**src/hw/rtl/rn_pkg.sv**
```systemverilog
// ----------------------------------------------------------------------------
// rn_pkg
// Shared types for the rational normalizer: result status codes, controller
// states and the command/status bundles between controller and datapath.
// ----------------------------------------------------------------------------
`default_nettype none

package rn_pkg;

  typedef enum logic [1:0] {
    STS_OK       = 2'd0,
    STS_DEN_ZERO = 2'd1,
    STS_RANGE    = 2'd2
  } rn_status_t;

  typedef enum logic [2:0] {
    S_IDLE,
    S_TWOS,
    S_GCD,
    S_SETG,
    S_DIV_A,
    S_DIV_B,
    S_FIN
  } rn_state_t;

  typedef struct packed {
    logic load;
    logic twos_step;
    logic gcd_step;
    logic set_g;
    logic div_start;
    logic div_sel_b;
    logic div_step;
    logic save_qa;
    logic out_load;
  } rn_cmd_t;

  typedef struct packed {
    logic den_zero;
    logic twos_done;
    logic gcd_done;
    logic div_done;
  } rn_sts_t;

endpackage

`default_nettype wire

```
**src/hw/rtl/rn_if.sv**
```systemverilog
// ----------------------------------------------------------------------------
// rn_in_if / rn_out_if
// Valid/ready channels of the rational normalizer: the fraction going in and
// the reduced fraction with its status coming out.
// ----------------------------------------------------------------------------
`default_nettype none

interface rn_in_if #(
  parameter int WIDTH = 32
) ();
  logic             valid;
  logic             ready;
  logic [WIDTH-1:0] num_in;
  logic [WIDTH-1:0] den_in;

  modport source (output valid, output num_in, output den_in, input ready);
  modport sink   (input valid, input num_in, input den_in, output ready);
endinterface

interface rn_out_if
  import rn_pkg::*;
#(
  parameter int WIDTH = 32
) ();
  logic             valid;
  logic             ready;
  logic [WIDTH-1:0] num_out;
  logic [WIDTH-2:0] den_out;
  rn_status_t       status;

  modport source (output valid, output num_out, output den_out, output status,
                  input ready);
  modport sink   (input valid, input num_out, input den_out, input status,
                  output ready);
endinterface

`default_nettype wire

```
**src/hw/rtl/rn_dp.sv**
```systemverilog
// ----------------------------------------------------------------------------
// rn_dp
// Datapath of the rational normalizer: operand magnitudes, binary gcd
// registers, a shared restoring divider and the result register.
// ----------------------------------------------------------------------------
`default_nettype none

module rn_dp
  import rn_pkg::*;
#(
  parameter int WIDTH = 32
) (
  input  logic             clk,
  input  rn_cmd_t          cmd,
  output rn_sts_t          sts,
  input  logic [WIDTH-1:0] num_in,
  input  logic [WIDTH-1:0] den_in,
  output logic [WIDTH-1:0] num_out,
  output logic [WIDTH-2:0] den_out,
  output rn_status_t       status
);

  localparam int KW = $clog2(WIDTH);
  localparam int CW = $clog2(WIDTH + 1);
  localparam logic [WIDTH-1:0] ONE = WIDTH'(1);

  logic [WIDTH-1:0] a_r, b_r, x_r, y_r, g_r, q_r, rem_r, qa_r;
  logic [KW-1:0]    k_r;
  logic [CW-1:0]    cnt_r;
  logic             neg_r, zero_r;

  logic [WIDTH-1:0] num_mag, den_mag, dividend, neg_qa;
  logic [WIDTH:0]   rem_sh, diff;

  logic [WIDTH-1:0] num_out_r;
  logic [WIDTH-2:0] den_out_r;
  rn_status_t       status_r;

  assign num_mag  = num_in[WIDTH-1] ? (~num_in) + ONE : num_in;
  assign den_mag  = den_in[WIDTH-1] ? (~den_in) + ONE : den_in;
  assign dividend = cmd.div_sel_b ? b_r : a_r;
  assign rem_sh   = {rem_r, q_r[WIDTH-1]};
  assign diff     = rem_sh - {1'b0, g_r};
  assign neg_qa   = (~qa_r) + ONE;

  assign sts.den_zero  = zero_r;
  assign sts.twos_done = x_r[0] | y_r[0];
  assign sts.gcd_done  = (x_r == '0) || (y_r == '0);
  assign sts.div_done  = (cnt_r == CW'(WIDTH));

  always_ff @(posedge clk) begin
    if (cmd.load) begin
      a_r    <= num_mag;
      b_r    <= den_mag;
      x_r    <= num_mag;
      y_r    <= den_mag;
      k_r    <= '0;
      neg_r  <= num_in[WIDTH-1] ^ den_in[WIDTH-1];
      zero_r <= (den_in == '0);
    end else if (cmd.twos_step) begin
      x_r <= x_r >> 1;
      y_r <= y_r >> 1;
      k_r <= k_r + KW'(1);
    end else if (cmd.gcd_step) begin
      if (!x_r[0]) begin
        x_r <= x_r >> 1;
      end else if (!y_r[0]) begin
        y_r <= y_r >> 1;
      end else if (x_r >= y_r) begin
        x_r <= x_r - y_r;
      end else begin
        y_r <= y_r - x_r;
      end
    end

    if (cmd.set_g) begin
      g_r <= (x_r | y_r) << k_r;
    end

    if (cmd.save_qa) begin
      qa_r <= q_r;
    end

    if (cmd.div_start) begin
      q_r   <= dividend;
      rem_r <= '0;
      cnt_r <= '0;
    end else if (cmd.div_step) begin
      cnt_r <= cnt_r + CW'(1);
      if (!diff[WIDTH]) begin
        rem_r <= diff[WIDTH-1:0];
        q_r   <= {q_r[WIDTH-2:0], 1'b1};
      end else begin
        rem_r <= rem_sh[WIDTH-1:0];
        q_r   <= {q_r[WIDTH-2:0], 1'b0};
      end
    end

    if (cmd.out_load) begin
      if (zero_r) begin
        num_out_r <= '0;
        den_out_r <= '0;
        status_r  <= STS_DEN_ZERO;
      end else if (qa_r[WIDTH-1] || q_r[WIDTH-1]) begin
        num_out_r <= '0;
        den_out_r <= '0;
        status_r  <= STS_RANGE;
      end else begin
        num_out_r <= (neg_r && (qa_r != '0)) ? neg_qa : qa_r;
        den_out_r <= q_r[WIDTH-2:0];
        status_r  <= STS_OK;
      end
    end
  end

  assign num_out = num_out_r;
  assign den_out = den_out_r;
  assign status  = status_r;

endmodule

`default_nettype wire

```
**src/hw/rtl/rn_ctrl.sv**
```systemverilog
// ----------------------------------------------------------------------------
// rn_ctrl
// Controller of the rational normalizer: sequences input transfer, gcd
// search, the two divisions and the result register handshake.
// ----------------------------------------------------------------------------
`default_nettype none

module rn_ctrl
  import rn_pkg::*;
(
  input  logic    clk,
  input  logic    rst_n,
  input  logic    in_valid,
  output logic    in_ready,
  output logic    out_valid,
  input  logic    out_ready,
  input  rn_sts_t sts,
  output rn_cmd_t cmd
);

  rn_state_t state_r, state_nxt;
  logic      out_valid_r, out_valid_nxt;

  always_ff @(posedge clk) begin
    if (!rst_n) begin
      state_r     <= S_IDLE;
      out_valid_r <= 1'b0;
    end else begin
      state_r     <= state_nxt;
      out_valid_r <= out_valid_nxt;
    end
  end

  always_comb begin
    state_nxt = state_r;
    cmd       = '0;
    unique case (state_r)
      S_IDLE: begin
        if (in_valid) begin
          cmd.load  = 1'b1;
          state_nxt = S_TWOS;
        end
      end
      S_TWOS: begin
        if (sts.den_zero) begin
          state_nxt = S_FIN;
        end else if (sts.twos_done) begin
          state_nxt = S_GCD;
        end else begin
          cmd.twos_step = 1'b1;
        end
      end
      S_GCD: begin
        if (sts.gcd_done) begin
          state_nxt = S_SETG;
        end else begin
          cmd.gcd_step = 1'b1;
        end
      end
      S_SETG: begin
        cmd.set_g     = 1'b1;
        cmd.div_start = 1'b1;
        state_nxt     = S_DIV_A;
      end
      S_DIV_A: begin
        if (sts.div_done) begin
          cmd.save_qa   = 1'b1;
          cmd.div_start = 1'b1;
          cmd.div_sel_b = 1'b1;
          state_nxt     = S_DIV_B;
        end else begin
          cmd.div_step = 1'b1;
        end
      end
      S_DIV_B: begin
        if (sts.div_done) begin
          state_nxt = S_FIN;
        end else begin
          cmd.div_step = 1'b1;
        end
      end
      S_FIN: begin
        if (!out_valid_r || out_ready) begin
          cmd.out_load = 1'b1;
          state_nxt    = S_IDLE;
        end
      end
      default: begin
        state_nxt = S_IDLE;
      end
    endcase
  end

  always_comb begin
    if (cmd.out_load) begin
      out_valid_nxt = 1'b1;
    end else if (out_ready) begin
      out_valid_nxt = 1'b0;
    end else begin
      out_valid_nxt = out_valid_r;
    end
  end

  assign in_ready  = (state_r == S_IDLE);
  assign out_valid = out_valid_r;

endmodule

`default_nettype wire

```
**src/hw/rtl/rational_normalizer.sv**
```systemverilog
// ----------------------------------------------------------------------------
// rational_normalizer
// Reduces a signed fraction to lowest terms with a positive denominator.
// ----------------------------------------------------------------------------
// One fraction is in flight at a time. After the input transfer the block
// strips common factors of two, runs a binary gcd on the magnitudes (one
// shift or subtract per cycle), then divides numerator and denominator by
// the gcd in one shared restoring divider at one quotient bit per cycle. A
// zero denominator skips the factor stripping, the gcd search and both
// divisions. The result register holds a finished result while the next
// fraction is being accepted and worked on. Status 1 flags a zero
// denominator, status 2 a reduced value whose magnitude reaches
// 2^(WIDTH-1); both return zero in num_out and den_out.
// ----------------------------------------------------------------------------
`default_nettype none

module rational_normalizer
  import rn_pkg::*;
#(
  parameter int WIDTH = 32
) (
  input  logic     clk,
  input  logic     rst_n,
  rn_in_if.sink    in_chan,
  rn_out_if.source out_chan
);

  rn_cmd_t cmd;
  rn_sts_t sts;

  rn_ctrl u_ctrl (
    .clk       (clk),
    .rst_n     (rst_n),
    .in_valid  (in_chan.valid),
    .in_ready  (in_chan.ready),
    .out_valid (out_chan.valid),
    .out_ready (out_chan.ready),
    .sts       (sts),
    .cmd       (cmd)
  );

  rn_dp #(
    .WIDTH (WIDTH)
  ) u_dp (
    .clk     (clk),
    .cmd     (cmd),
    .sts     (sts),
    .num_in  (in_chan.num_in),
    .den_in  (in_chan.den_in),
    .num_out (out_chan.num_out),
    .den_out (out_chan.den_out),
    .status  (out_chan.status)
  );

  // one fraction at a time
  a_one_in_flight: assert property (@(posedge clk) disable iff (!rst_n)
    in_chan.valid && in_chan.ready |=> !in_chan.ready)
    else $error("input accepted twice in a row");

  // error results carry zero fields
  a_err_zero: assert property (@(posedge clk) disable iff (!rst_n)
    out_chan.valid && (out_chan.status != STS_OK) |->
      (out_chan.num_out == '0) && (out_chan.den_out == '0))
    else $error("error result with nonzero fields");

  // good results have a nonzero denominator
  a_ok_den: assert property (@(posedge clk) disable iff (!rst_n)
    out_chan.valid && (out_chan.status == STS_OK) |-> (out_chan.den_out != '0))
    else $error("ok result with zero denominator");

  // result never uses the unassigned status code
  a_status_code: assert property (@(posedge clk) disable iff (!rst_n)
    out_chan.valid |-> (out_chan.status == STS_OK) ||
      (out_chan.status == STS_DEN_ZERO) || (out_chan.status == STS_RANGE))
    else $error("bad status code");

endmodule

`default_nettype wire
```
**src/flat_wrapper.sv**
```systemverilog
// flat-port wrapper written by rule: the top's interface ports become plain ports
module rational_normalizer_flat import rn_pkg::*;
#(
  parameter int WIDTH = 32
)
  (clk, rst_n, in_chan_valid, in_chan_num_in, in_chan_den_in, in_chan_ready, out_chan_valid, out_chan_num_out, out_chan_den_out, out_chan_status, out_chan_ready);
  rn_in_if #(.WIDTH(WIDTH)) in_chan_i ();
  rn_out_if #(.WIDTH(WIDTH)) out_chan_i ();
  input  logic clk;
  input  logic rst_n;
  input wire logic [$bits(in_chan_i.valid)-1:0] in_chan_valid;
  input wire logic [$bits(in_chan_i.num_in)-1:0] in_chan_num_in;
  input wire logic [$bits(in_chan_i.den_in)-1:0] in_chan_den_in;
  output wire logic [$bits(in_chan_i.ready)-1:0] in_chan_ready;
  output wire logic [$bits(out_chan_i.valid)-1:0] out_chan_valid;
  output wire logic [$bits(out_chan_i.num_out)-1:0] out_chan_num_out;
  output wire logic [$bits(out_chan_i.den_out)-1:0] out_chan_den_out;
  output wire logic [$bits(out_chan_i.status)-1:0] out_chan_status;
  input wire logic [$bits(out_chan_i.ready)-1:0] out_chan_ready;
  assign in_chan_i.valid = in_chan_valid;
  assign in_chan_i.num_in = in_chan_num_in;
  assign in_chan_i.den_in = in_chan_den_in;
  assign in_chan_ready = in_chan_i.ready;
  assign out_chan_valid = out_chan_i.valid;
  assign out_chan_num_out = out_chan_i.num_out;
  assign out_chan_den_out = out_chan_i.den_out;
  assign out_chan_status = out_chan_i.status;
  assign out_chan_i.ready = out_chan_ready;
  rational_normalizer #(.WIDTH(WIDTH)) u_core (.clk(clk), .rst_n(rst_n), .in_chan(in_chan_i), .out_chan(out_chan_i));
endmodule
```
**config.mk**
```make
export PLATFORM = sky130hd
export DESIGN_NAME = rational_normalizer_flat
export DESIGN_NICKNAME = d
export VERILOG_FILES = /design/src/hw/rtl/rn_pkg.sv /design/src/hw/rtl/rn_if.sv /design/src/hw/rtl/rn_dp.sv /design/src/hw/rtl/rn_ctrl.sv /design/src/hw/rtl/rational_normalizer.sv /design/src/flat_wrapper.sv
export SDC_FILE = /design/constraint.sdc
export NUM_CORES = 1
export LEC_CHECK = 0
export ABC_AREA = 1
export BUFFER_PORTS_ARGS = -buffer_cell sky130_fd_sc_hd__buf_2
export CAP_MARGIN = 20
export CORE_ASPECT_RATIO = 1.25
export CORE_MARGIN = 1
export CORE_UTILIZATION = 39
export CTS_BUF_LIST = sky130_fd_sc_hd__clkbuf_4
export DETAILED_ROUTE_END_ITERATION = 6
export PLACE_DENSITY = 0.55
export SYNTH_ARGS = -nofsm -noshare
export SYNTH_HDL_FRONTEND = slang
export SYNTH_SLANG_ARGS = --single-unit
```
**constraint.sdc**
```tcl
create_clock -name clk -period 4.4 [get_ports clk]
set_input_delay 0.88 -clock clk [delete_from_list [all_inputs] [get_ports clk]]
set_output_delay 0.88 -clock clk [all_outputs]
set_load 0.02 [all_outputs]
```
Yosys cells after proc, flatten, opt, wreduce, memory -nomap -nowiden
Index checks and enable logic that the tools add are counted.
- add/subtract/negate cells: 8
- magnitude comparators: 1
- eq/ne operators: 16
- shifts and indexed selects: 1
- multiplexer cells: 48
- bitwise gates (word level): 6
- reductions and logical operators: 20
- operators with widths (operator ; count):
    2-to-1 mux 32 bit ; 19
    adder 32 x 1 -> 32 bit, second input constant ; 3
    logical NOT 32 bit ; 3
    NOT 32 bit ; 3
    subtractor 32 bit ; 2
    subtractor 33 x 32 -> 33 bit ; 1
    >= comparator 32 bit ; 1
    bitwise OR 32 bit ; 1
    nonzero test 32 bit ; 1
    << shifter 32 x 5 -> 32 bit ; 1
    2-to-1 mux 3 bit ; 7
    one-hot mux 3 bit (7 select lines) ; 1
    2-to-1 mux 1 bit ; 18
    equality test 3 bit, second input constant ; 3
    != test 4 x 1 -> 1 bit, second input constant ; 2
    adder 6 x 1 -> 6 bit, second input constant ; 1
    equality test 3 x 2 -> 1 bit, second input constant ; 2
    equality test 6 bit, second input constant ; 1
    != test 2 x 1 -> 1 bit, second input constant ; 3
    AND reduction 3 bit ; 2
    AND reduction 6 bit ; 1
    nonzero test 3 bit ; 2
    adder 5 x 1 -> 5 bit, second input constant ; 1
    2-to-1 mux 2 bit ; 2
    other kinds (14) ; 19
- register bits: 338
- input port bits: 68
- output and inout port bits: 67
- logic and storage cells: 119

Logic depth before layout (Yosys ltp)
Gate-level depths: netlist of run 1.
- depth after elaboration: 7
- gate-level depth with buffers: 18
- gate-level depth less buffers: 17

Cells and area by module
A second synthesis of run 1 with hierarchy kept.
- cell total of the unflattened synthesis: 3417
- area total of the unflattened synthesis: 24877.6 um^2
- modules (own cells, without submodules) (module ; instances ; cells each ; area each (um^2) ; seq. area each (um^2)):
    rn_dp ; 1 ; 3356 ; 24527.3 ; 9599.2
    rn_ctrl ; 1 ; 61 ; 350.3 ; 80.1

Least setup slack after synthesis of run 1
Ideal clock, no wire load.
- path kind: input to register
- start point: input out_chan_ready
- end point: register u_core.u_dp.den_out_r[0] (netlist: u_core.u_dp.den_out[0]), enable pin
- library setup time: 488 ps
- arrival: 3639 ps
- data required time: 3912 ps
- setup slack: 273 ps
- cell stages on the path: 2
- buffers on the path: 0
- cell sequence: nor2_1 -> nor2_1
- RTL lines (what ; RTL line ; RTL):
    start: declaration ; flat_wrapper.sv:19 ; input wire logic [$bits(out_chan_i.ready)-1:0] out_chan_ready;
    end signal: assignment ; rn_dp.sv:110 ; den_out_r <= q_r[WIDTH-2:0];
    end: declaration ; rn_dp.sv:36 ; logic [WIDTH-2:0] den_out_r;

Worst setup path after layout of run 1
- start point: register u_core.u_dp.x_r[0]
- end point: register u_core.u_dp.y_r[25], enable pin
- word-level cells in the longest chain between the ends: 6
- elaborated cells between the ends (all ways): 13
- those cells by class: order compare: 1; eq/ne: 1; mux: 5; bitwise: 1; reduce/logical: 5
- ends and longest elaborated chain (what ; RTL line ; RTL):
    start: declaration ; rn_dp.sv:27 ; logic [WIDTH-1:0] a_r, b_r, x_r, y_r, g_r, q_r, rem_r, qa_r;
    start signal: assignment ; rn_dp.sv:55 ; x_r <= num_mag;
    start signal: assignment ; rn_dp.sv:61 ; x_r <= x_r >> 1;
    start signal: assignment ; rn_dp.sv:66 ; x_r <= x_r >> 1;
    branches (longest 5 deep; another with >= comparator 32 bit) ; n/a ;
    AND reduction 3 bit (no line) * ; n/a ;
    end signal: assignment ; rn_dp.sv:62 ; y_r <= y_r >> 1;
    end signal: assignment ; rn_dp.sv:68 ; y_r <= y_r >> 1;
    end signal: assignment ; rn_dp.sv:72 ; y_r <= y_r - x_r;
    end: declaration ; rn_dp.sv:27 ;
Mark *: on every way between the ends.
A chain may end at the register's enable or synchronous reset.

==> results of run 1 <==
cell type report:
type / count / area [um2]
fillers: 6598 / 34900
multi-input cells: 2460 / 12670
flip-flops and latches: 338 / 9679
inverters: 515 / 1938
well taps: 832 / 1041
clock buffers: 124 / 930.9
repair buffers: 162 / 925.9
clock inverters: 34 / 187.7
diodes: 2 / 5.005
per-stage QoR:
stage / total power, mW / util (%)
4_1_cts: 20.81 / 43.91
6_report: 21.01 / 43.96
3_3_place_gp: 18.05 / 42.11
3_5_place_dp: 17.94 / 42.11
5_1_grt: 22.39 / 43.96
2_1_floorplan: 13.67 / -
metal layers:
metal	routed length [um]	part of all wire, %
met1	37520	42
met2	42130	47
met3	5231	5.8
met4	5024	5.6
met5	0	0
kinds of logic (layout without fill, tap and decap cells):
kind of cell	after synthesis	in the layout	share of synthesized area (%)
and+or+nand+nor	1689	1689	28.63
buffers and inverters	607	835	9.734
AOI/OAI and AO/OA	515	515	11.20
DFF	338	338	39.12
adders and majority gates	136	136	6.968
xor gates and xnor gates	100	100	3.539
muxes	20	20	0.8090
other	0	2	0
power by group through the flow:
stage | combinational [mW] | sequential [mW] | clock, mW
after floorplan | 8.41 | 5.26 | 0
after global placement | 12.7 | 5.36 | 0
after detailed placement | 12.5 | 5.39 | 0
after CTS | 12.6 | 5.32 | 2.88
after global routing | 14.0 | 5.41 | 3.00
final | 12.9 | 5.34 | 2.79
sequential cells by signal, summed over array words and instances (netlist names):
signal	flops
u_core.u_ctrl.out_valid	1
u_core.u_ctrl.state_r	3
u_core.u_dp.zero_r	1
u_core.u_dp.q_r	32
u_core.u_dp.status	2
u_core.u_dp.neg_r	1
u_core.u_dp.a_r	32
u_core.u_dp.num_out	32
u_core.u_dp.b_r	32
u_core.u_dp.qa_r	32
u_core.u_dp.y_r	32
u_core.u_dp.den_out	31
u_core.u_dp.k_r	5
u_core.u_dp.rem_r	32
u_core.u_dp.x_r	32
u_core.u_dp.cnt_r	6
u_core.u_dp.g_r	32
synth_stat cells (2+ instances only):
master / n
nand2_1: 930
inv_1: 498
nor2_1: 383
edfxtp_1: 291
o21ai_0: 233
a21oi_1: 203
nand3_1: 198
ha_1: 133
xor2_1: 69
nand4_1: 65
nor3_1: 48
dfxtp_1: 47
clkbuf_1: 45
o211ai_1: 40
xnor2_1: 31
mux2i_1: 20
buf_2: 16
buf_1: 15
inv_2: 14
nand2_2: 13
nand3_2: 13
nor2_2: 9
buf_4: 8
nand3b_1: 8
nor4_1: 8
o21bai_1: 8
o21ai_1: 7
a21oi_2: 5
buf_6: 4
o21ai_2: 4
o22ai_1: 4
a31oi_1: 3
fa_1: 3
nor2_4: 3
a21o_1: 2
clkbuf_8: 2
clkinv_1: 2
nand2_4: 2
nor3_2: 2
o21a_1: 2
or2_2: 2
critical path, stage by stage, from the launching register on:
cell      delay [ns]
edfxtp_1        0.45
inv_1           0.28
ha_1            0.21
inv_1           0.07
fa_1            0.46
nand2_1         0.14
nand2_2         0.09
nand2_2         0.07
nand2_2         0.08
nand2_2         0.09
nand3_2         0.07
nand2_2         0.09
nand2_4         0.11
nand2_4         0.26
inv_4           0.15
o21ai_2         0.47
buf_12          0.27
placed cells by master (no fill, tap or decap), types with 7 or more instances in the layout:
cell type,netlist,routed
mux2i_1,20,20
buf_2,16,134
nand3b_1,8,8
nand3_1,198,198
dfxtp_1,47,47
o21ai_0,233,233
nand2_2,13,13
inv_2,14,13
nand2_1,930,930
clkbuf_4,0,124
nor2_1,383,381
ha_1,133,133
nor4_1,8,8
xnor2_1,31,31
nand3_2,13,13
nand4_1,65,65
o21ai_1,7,7
o21bai_1,8,8
a21oi_1,203,203
edfxtp_1,291,291
xor2_1,69,69
clkinv_1,2,26
nor3_1,48,48
nor2_2,9,9
o211ai_1,40,40
buf_4,8,25
inv_1,498,498
final timing paths:
path                                              startpoint                             to  slack, ns  cells past startpoint
worst min-delay path                       in_chan_num_in[0]   u_core.u_dp.a_r[0]$_DFFE_PP_       0.23                      1
worst min register to register  u_core.u_dp.q_r[2]$_DFFE_PP_  u_core.u_dp.qa_r[2]$_DFFE_PP_       0.41                      0
worst max-delay path            u_core.u_dp.x_r[0]$_DFFE_PP_  u_core.u_dp.y_r[25]$_DFFE_PP_       0.68                     16
worst max register to register  u_core.u_dp.x_r[0]$_DFFE_PP_  u_core.u_dp.y_r[25]$_DFFE_PP_       0.68                     16
==> metrics, run 1 <==
run status finished clean; worst hold slack 0.2339 ns; Num Clock Sinks 338; ratio of final minimum period to clock period 84.49%; length of the first detailed-routing pass in iterations 6; Mean Syn Cell Area 7.267 um2; H-tree depth 3; clock root buffer clkbuf_4; Crit. End Element flip-flop; synth-to-layout area growth 10.65%; chip height 283.6 um; Top FF cell, synth edfxtp_1; P_sw 11.19 mW; layout cells sized above 1 10.16%; nature of the critical path startpoint flip-flop; initial antenna violation count 2; global-route wire length before repair 133.1 mm; Chip Width 227.3 um; drt via density 5.194; Cell Area, Synth 0.02474 mm2; critical path class reg -> reg; placed cell count 4306; Skew-Pair Late Insertion Delay 0.86 ns; Worst EP required 4.93 ns; Crit Path Max Fanout 24; GP Congestion 1.026; worst relative slew slack 32.44%; cts bufs inserted 87; Mapped Cells 3405; Setup Buffers After CTS 0; TritonCTS clock tree yes; GRT met3 Usage 3.417%; clock buffer depth 3; final worst slack 0.6825 ns; Synth top area share 35.31%; total wire length 89.91 mm; vias 23200; Post-route DRC 0; worst clock skew 0.07832 ns; dominant cells by area after synthesis edfxtp_1, nand2_1, inv_1, ha_1, nor2_1; Switching Share 53.25%; setup TNS 0 ns; Synth warnings 0; Cell Area, Placed 0.02623 mm2; # IOs 135; Seq/Total Area, Yosys 39.12%; Reg power frac 25.4%; HPWL after detailed placement 72.71 mm; die area 0.06447 mm2; final net count 3768; Least-Margin Pin Slew 1.012 ns; area leader, netlist edfxtp_1; maximum vdd drop 0.3588 mV; Place WS 0.7252 ns; Final Setup Violations 0; Min-Delay Path Class in -> reg; Slew Limit Fails 0; Fmax 0.2690 GHz; Clk network pwr share 13.3%; Hold Vio Cnt, Final 0; Yosys reg bits 338; Leakage Power 12.59 nW; total track usage 27.67%; Final Cell Area 0.02738 mm2; remaining antenna violation count 0; max_cap viols 0; synth unique cells 53; asr flop ratio synth 0%; Post-CTS Resized 0; Wirelength per Cell 20.13 um; Combinational Power Share 61.3%; EDFF count, synth 291; post-cts hold buffer count 0; met1 global-route usage 35.32%; GR peak layer met2; Internal 9.824 mW; P per Cell Area 767.5 mW/mm2; met2 GRT Util 45.06%; RSZ-0062 raised after global routing no; Final Critical Period 3.718 ns; Worst EP arrival 4.24 ns; row count 102; core area 0.06228 mm2; port buffer count 134; largest net degree at the start of global routing 66; gr ovfl total 0; 1st-iter DRT viols 2151; Clk pin slew, worst setup/hold paths 0.07 ns; vias in the first global route 22220; Final Non-Filler Cells 4467; Initial Util 39.73%; syn nets 3609
(Power assumes the default switching activity.)
==> run 2: changes to the inputs <==
==> constraint.sdc (replaced) <==
create_clock -name clk -period 3.8 [get_ports clk]
set_input_delay 0.76 -clock clk [delete_from_list [all_inputs] [get_ports clk]]
set_output_delay 0.76 -clock clk [all_outputs]
set_load 0.02 [all_outputs]
==> metrics, run 2 (same netlist as run 1, synthesis figures left out) <==
Least-Margin Pin Slew 0.9330 ns (-0.07925 ns); critical path class reg -> reg; total wire length 91.31 mm (+1.6%); Reg power frac 25.2% (-0.2 points); # IOs 135 (unchanged); placed cell count 4320 (+0.33%); Crit. End Element flip-flop; worst clock skew 0.08184 ns (+0.003518 ns); Leakage Power 12.66 nW (+0.53%); Switching Share 53.69% (+0.45 points); Setup Buffers After CTS 0 (unchanged); Clk network pwr share 12.8% (-0.5 points); Post-CTS Resized 0 (unchanged); total track usage 28.32% (+0.65 points); Hold Vio Cnt, Final 0 (unchanged); nature of the critical path startpoint flip-flop; largest net degree at the start of global routing 90 (+36%); synth-to-layout area growth 11.03%; GP Congestion 1.044 (+1.7%); commonest cells after routing, fill and taps aside nand2_1, inv_1, nor2_1, edfxtp_1, o21ai_0; Worst EP required 4.31 ns (-0.62 ns); critical path's largest stage delay 0.47 ns (about the same); Fmax 0.2989 GHz (+11%); Clk pin slew, worst setup/hold paths 0.07 ns (about the same); remaining antenna violation count 0 (unchanged); drt via density 5.158 (-0.70%); row count 102 (unchanged); Wirelength per Cell 20.41 um (+1.4%); final net count 3780 (+0.32%); initial antenna violation count 1 (-1); worst relative slew slack 37.80% (+5.4 points); layout cells sized above 1 10.41% (+0.25 points); clock root buffer clkbuf_4; post-cts hold buffer count 0 (unchanged); Final Critical Period 3.346 ns (-0.3714 ns); core area 0.06228 mm2 (unchanged); Min-Delay Path Class in -> reg; HPWL after detailed placement 74.60 mm (+2.6%); vias in the first global route 22370 (+0.67%); Slew Limit Fails 0 (unchanged); Initial Util 39.73% (unchanged); cell breakdown of the critical path inv_1 -> ha_1 -> inv_1 -> fa_1 -> nand2_1 -> nand2_2 -> nand2_2 -> nand2_2 -> nand2_2 -> nand3_2 -> nand2_2 -> nand2_4 -> nand2_4 -> inv_4 -> o21ai_2 -> buf_4; total power 24.66 mW (+17%); 1st-iter DRT viols 1909 (-11%); max_cap viols 0 (unchanged); Crit Path Max Fanout 19 (-21%); H-tree depth 3 (unchanged); die area 0.06447 mm2 (unchanged); P_sw 13.24 mW (+18%); Final Non-Filler Cells 4474 (+0.16%); port buffer count 134 (unchanged); setup TNS 0 ns (unchanged); final worst slack 0.4539 ns (-0.2286 ns); Internal 11.42 mW (+16%); clock buffer depth 3 (unchanged); chip height 283.6 um (unchanged); Post-route DRC 0 (unchanged); Fill cells 6637 (+0.59%); global-route wire length before repair 135.6 mm (+1.9%); cell family with most CP delay simple AND/OR/NAND/NOR gates; P per Cell Area 897.5 mW/mm2 (+17%); TritonCTS clock tree yes; Num Clock Sinks 338 (unchanged); Place WS 0.4964 ns (-0.2289 ns); Chip Width 227.3 um (unchanged); most used cell, CP nand2_2; Combinational Power Share 62.0% (+0.7 points); CP bufs+invs 4 (unchanged); maximum vdd drop 0.4864 mV (+36%); most common cell after layout, fill and taps aside nand2_1; vias 23080 (-0.54%); RSZ-0062 raised after global routing no; length of the first detailed-routing pass in iterations 6 (unchanged); cts bufs inserted 85 (-2.3%); Final Setup Violations 0 (unchanged); ratio of final minimum period to clock period 88.06% (+3.6 points); Worst EP arrival 3.85 ns (-0.39 ns); gr ovfl total 0 (unchanged); run status finished clean; critical path's slowest cell fa_1; Skew-Pair Late Insertion Delay 0.86 ns (about the same)
[run 2: cell types whose count changed in the layout (fill, tap and decap cells not counted), sizes merged]
cell | previous run | this run
diode | 2 | 1
inv | 516 | 517
clkinv | 30 | 31
clkinvlp | 2 | 0
buf | 162 | 176
clkbuf | 124 | 118
[run 2: power groups by stage]
stage	logic (mW)	registers (mW)	clock network, mW
after detailed placement	14.9	6.27	0
after global placement	15.1	6.27	0
final	15.3	6.22	3.15
after CTS	15.0	6.20	3.26
after global routing	16.5	6.31	3.40
after floorplan	9.74	6.09	0
[run 2: cell type report]
class	instances	area, um2	area share, %
antenna	1	2.502	0.009108
inverter	515	1938	7.054
sequential	338	9679	35.23
clock inverter	34	200.2	0.7286
tap	832	1041	3.789
timing repair buffer	176	1056	3.844
clock buffer	118	885.9	3.224
multi-input combinational	2460	12670	46.12
[run 2: through the flow]
stage,utilization [%],hold slack [ns],instance area (um2)
finish,44.12,0.1224,27480
detailed placement,42.32,0.4346,26360
floorplan,-,0.4222,24750
CTS,44.07,0.03395,27450
global route,44.12,0.06918,27480
global placement,42.32,0.4302,26360
[run 2: final timing paths]
check | startpoint | endpoint | slack, ns | cells past startpoint
worst min register to register | u_core.u_dp.q_r[4]$_DFFE_PP_ | u_core.u_dp.qa_r[4]$_DFFE_PP_ | 0.42 | 0
worst max register to register | u_core.u_dp.x_r[0]$_DFFE_PP_ | u_core.u_dp.y_r[5]$_DFFE_PP_ | 0.45 | 16
worst min-delay path | in_chan_den_in[0] | u_core.u_dp.b_r[0]$_DFFE_PP_ | 0.12 | 1
worst max-delay path | u_core.u_dp.x_r[0]$_DFFE_PP_ | u_core.u_dp.y_r[5]$_DFFE_PP_ | 0.45 | 16
[run 2: layer usage]
metal / share of wire, % / up-vias / global-route usage [%]
met4: 6.5 / 0 / 17.60
met3: 5.0 / 178 / 2.744
met1: 42 / 10630 / 36.02
met5: 0 / - / 0
li1: - / 11480 / -
met2: 46 / 790 / 45.87
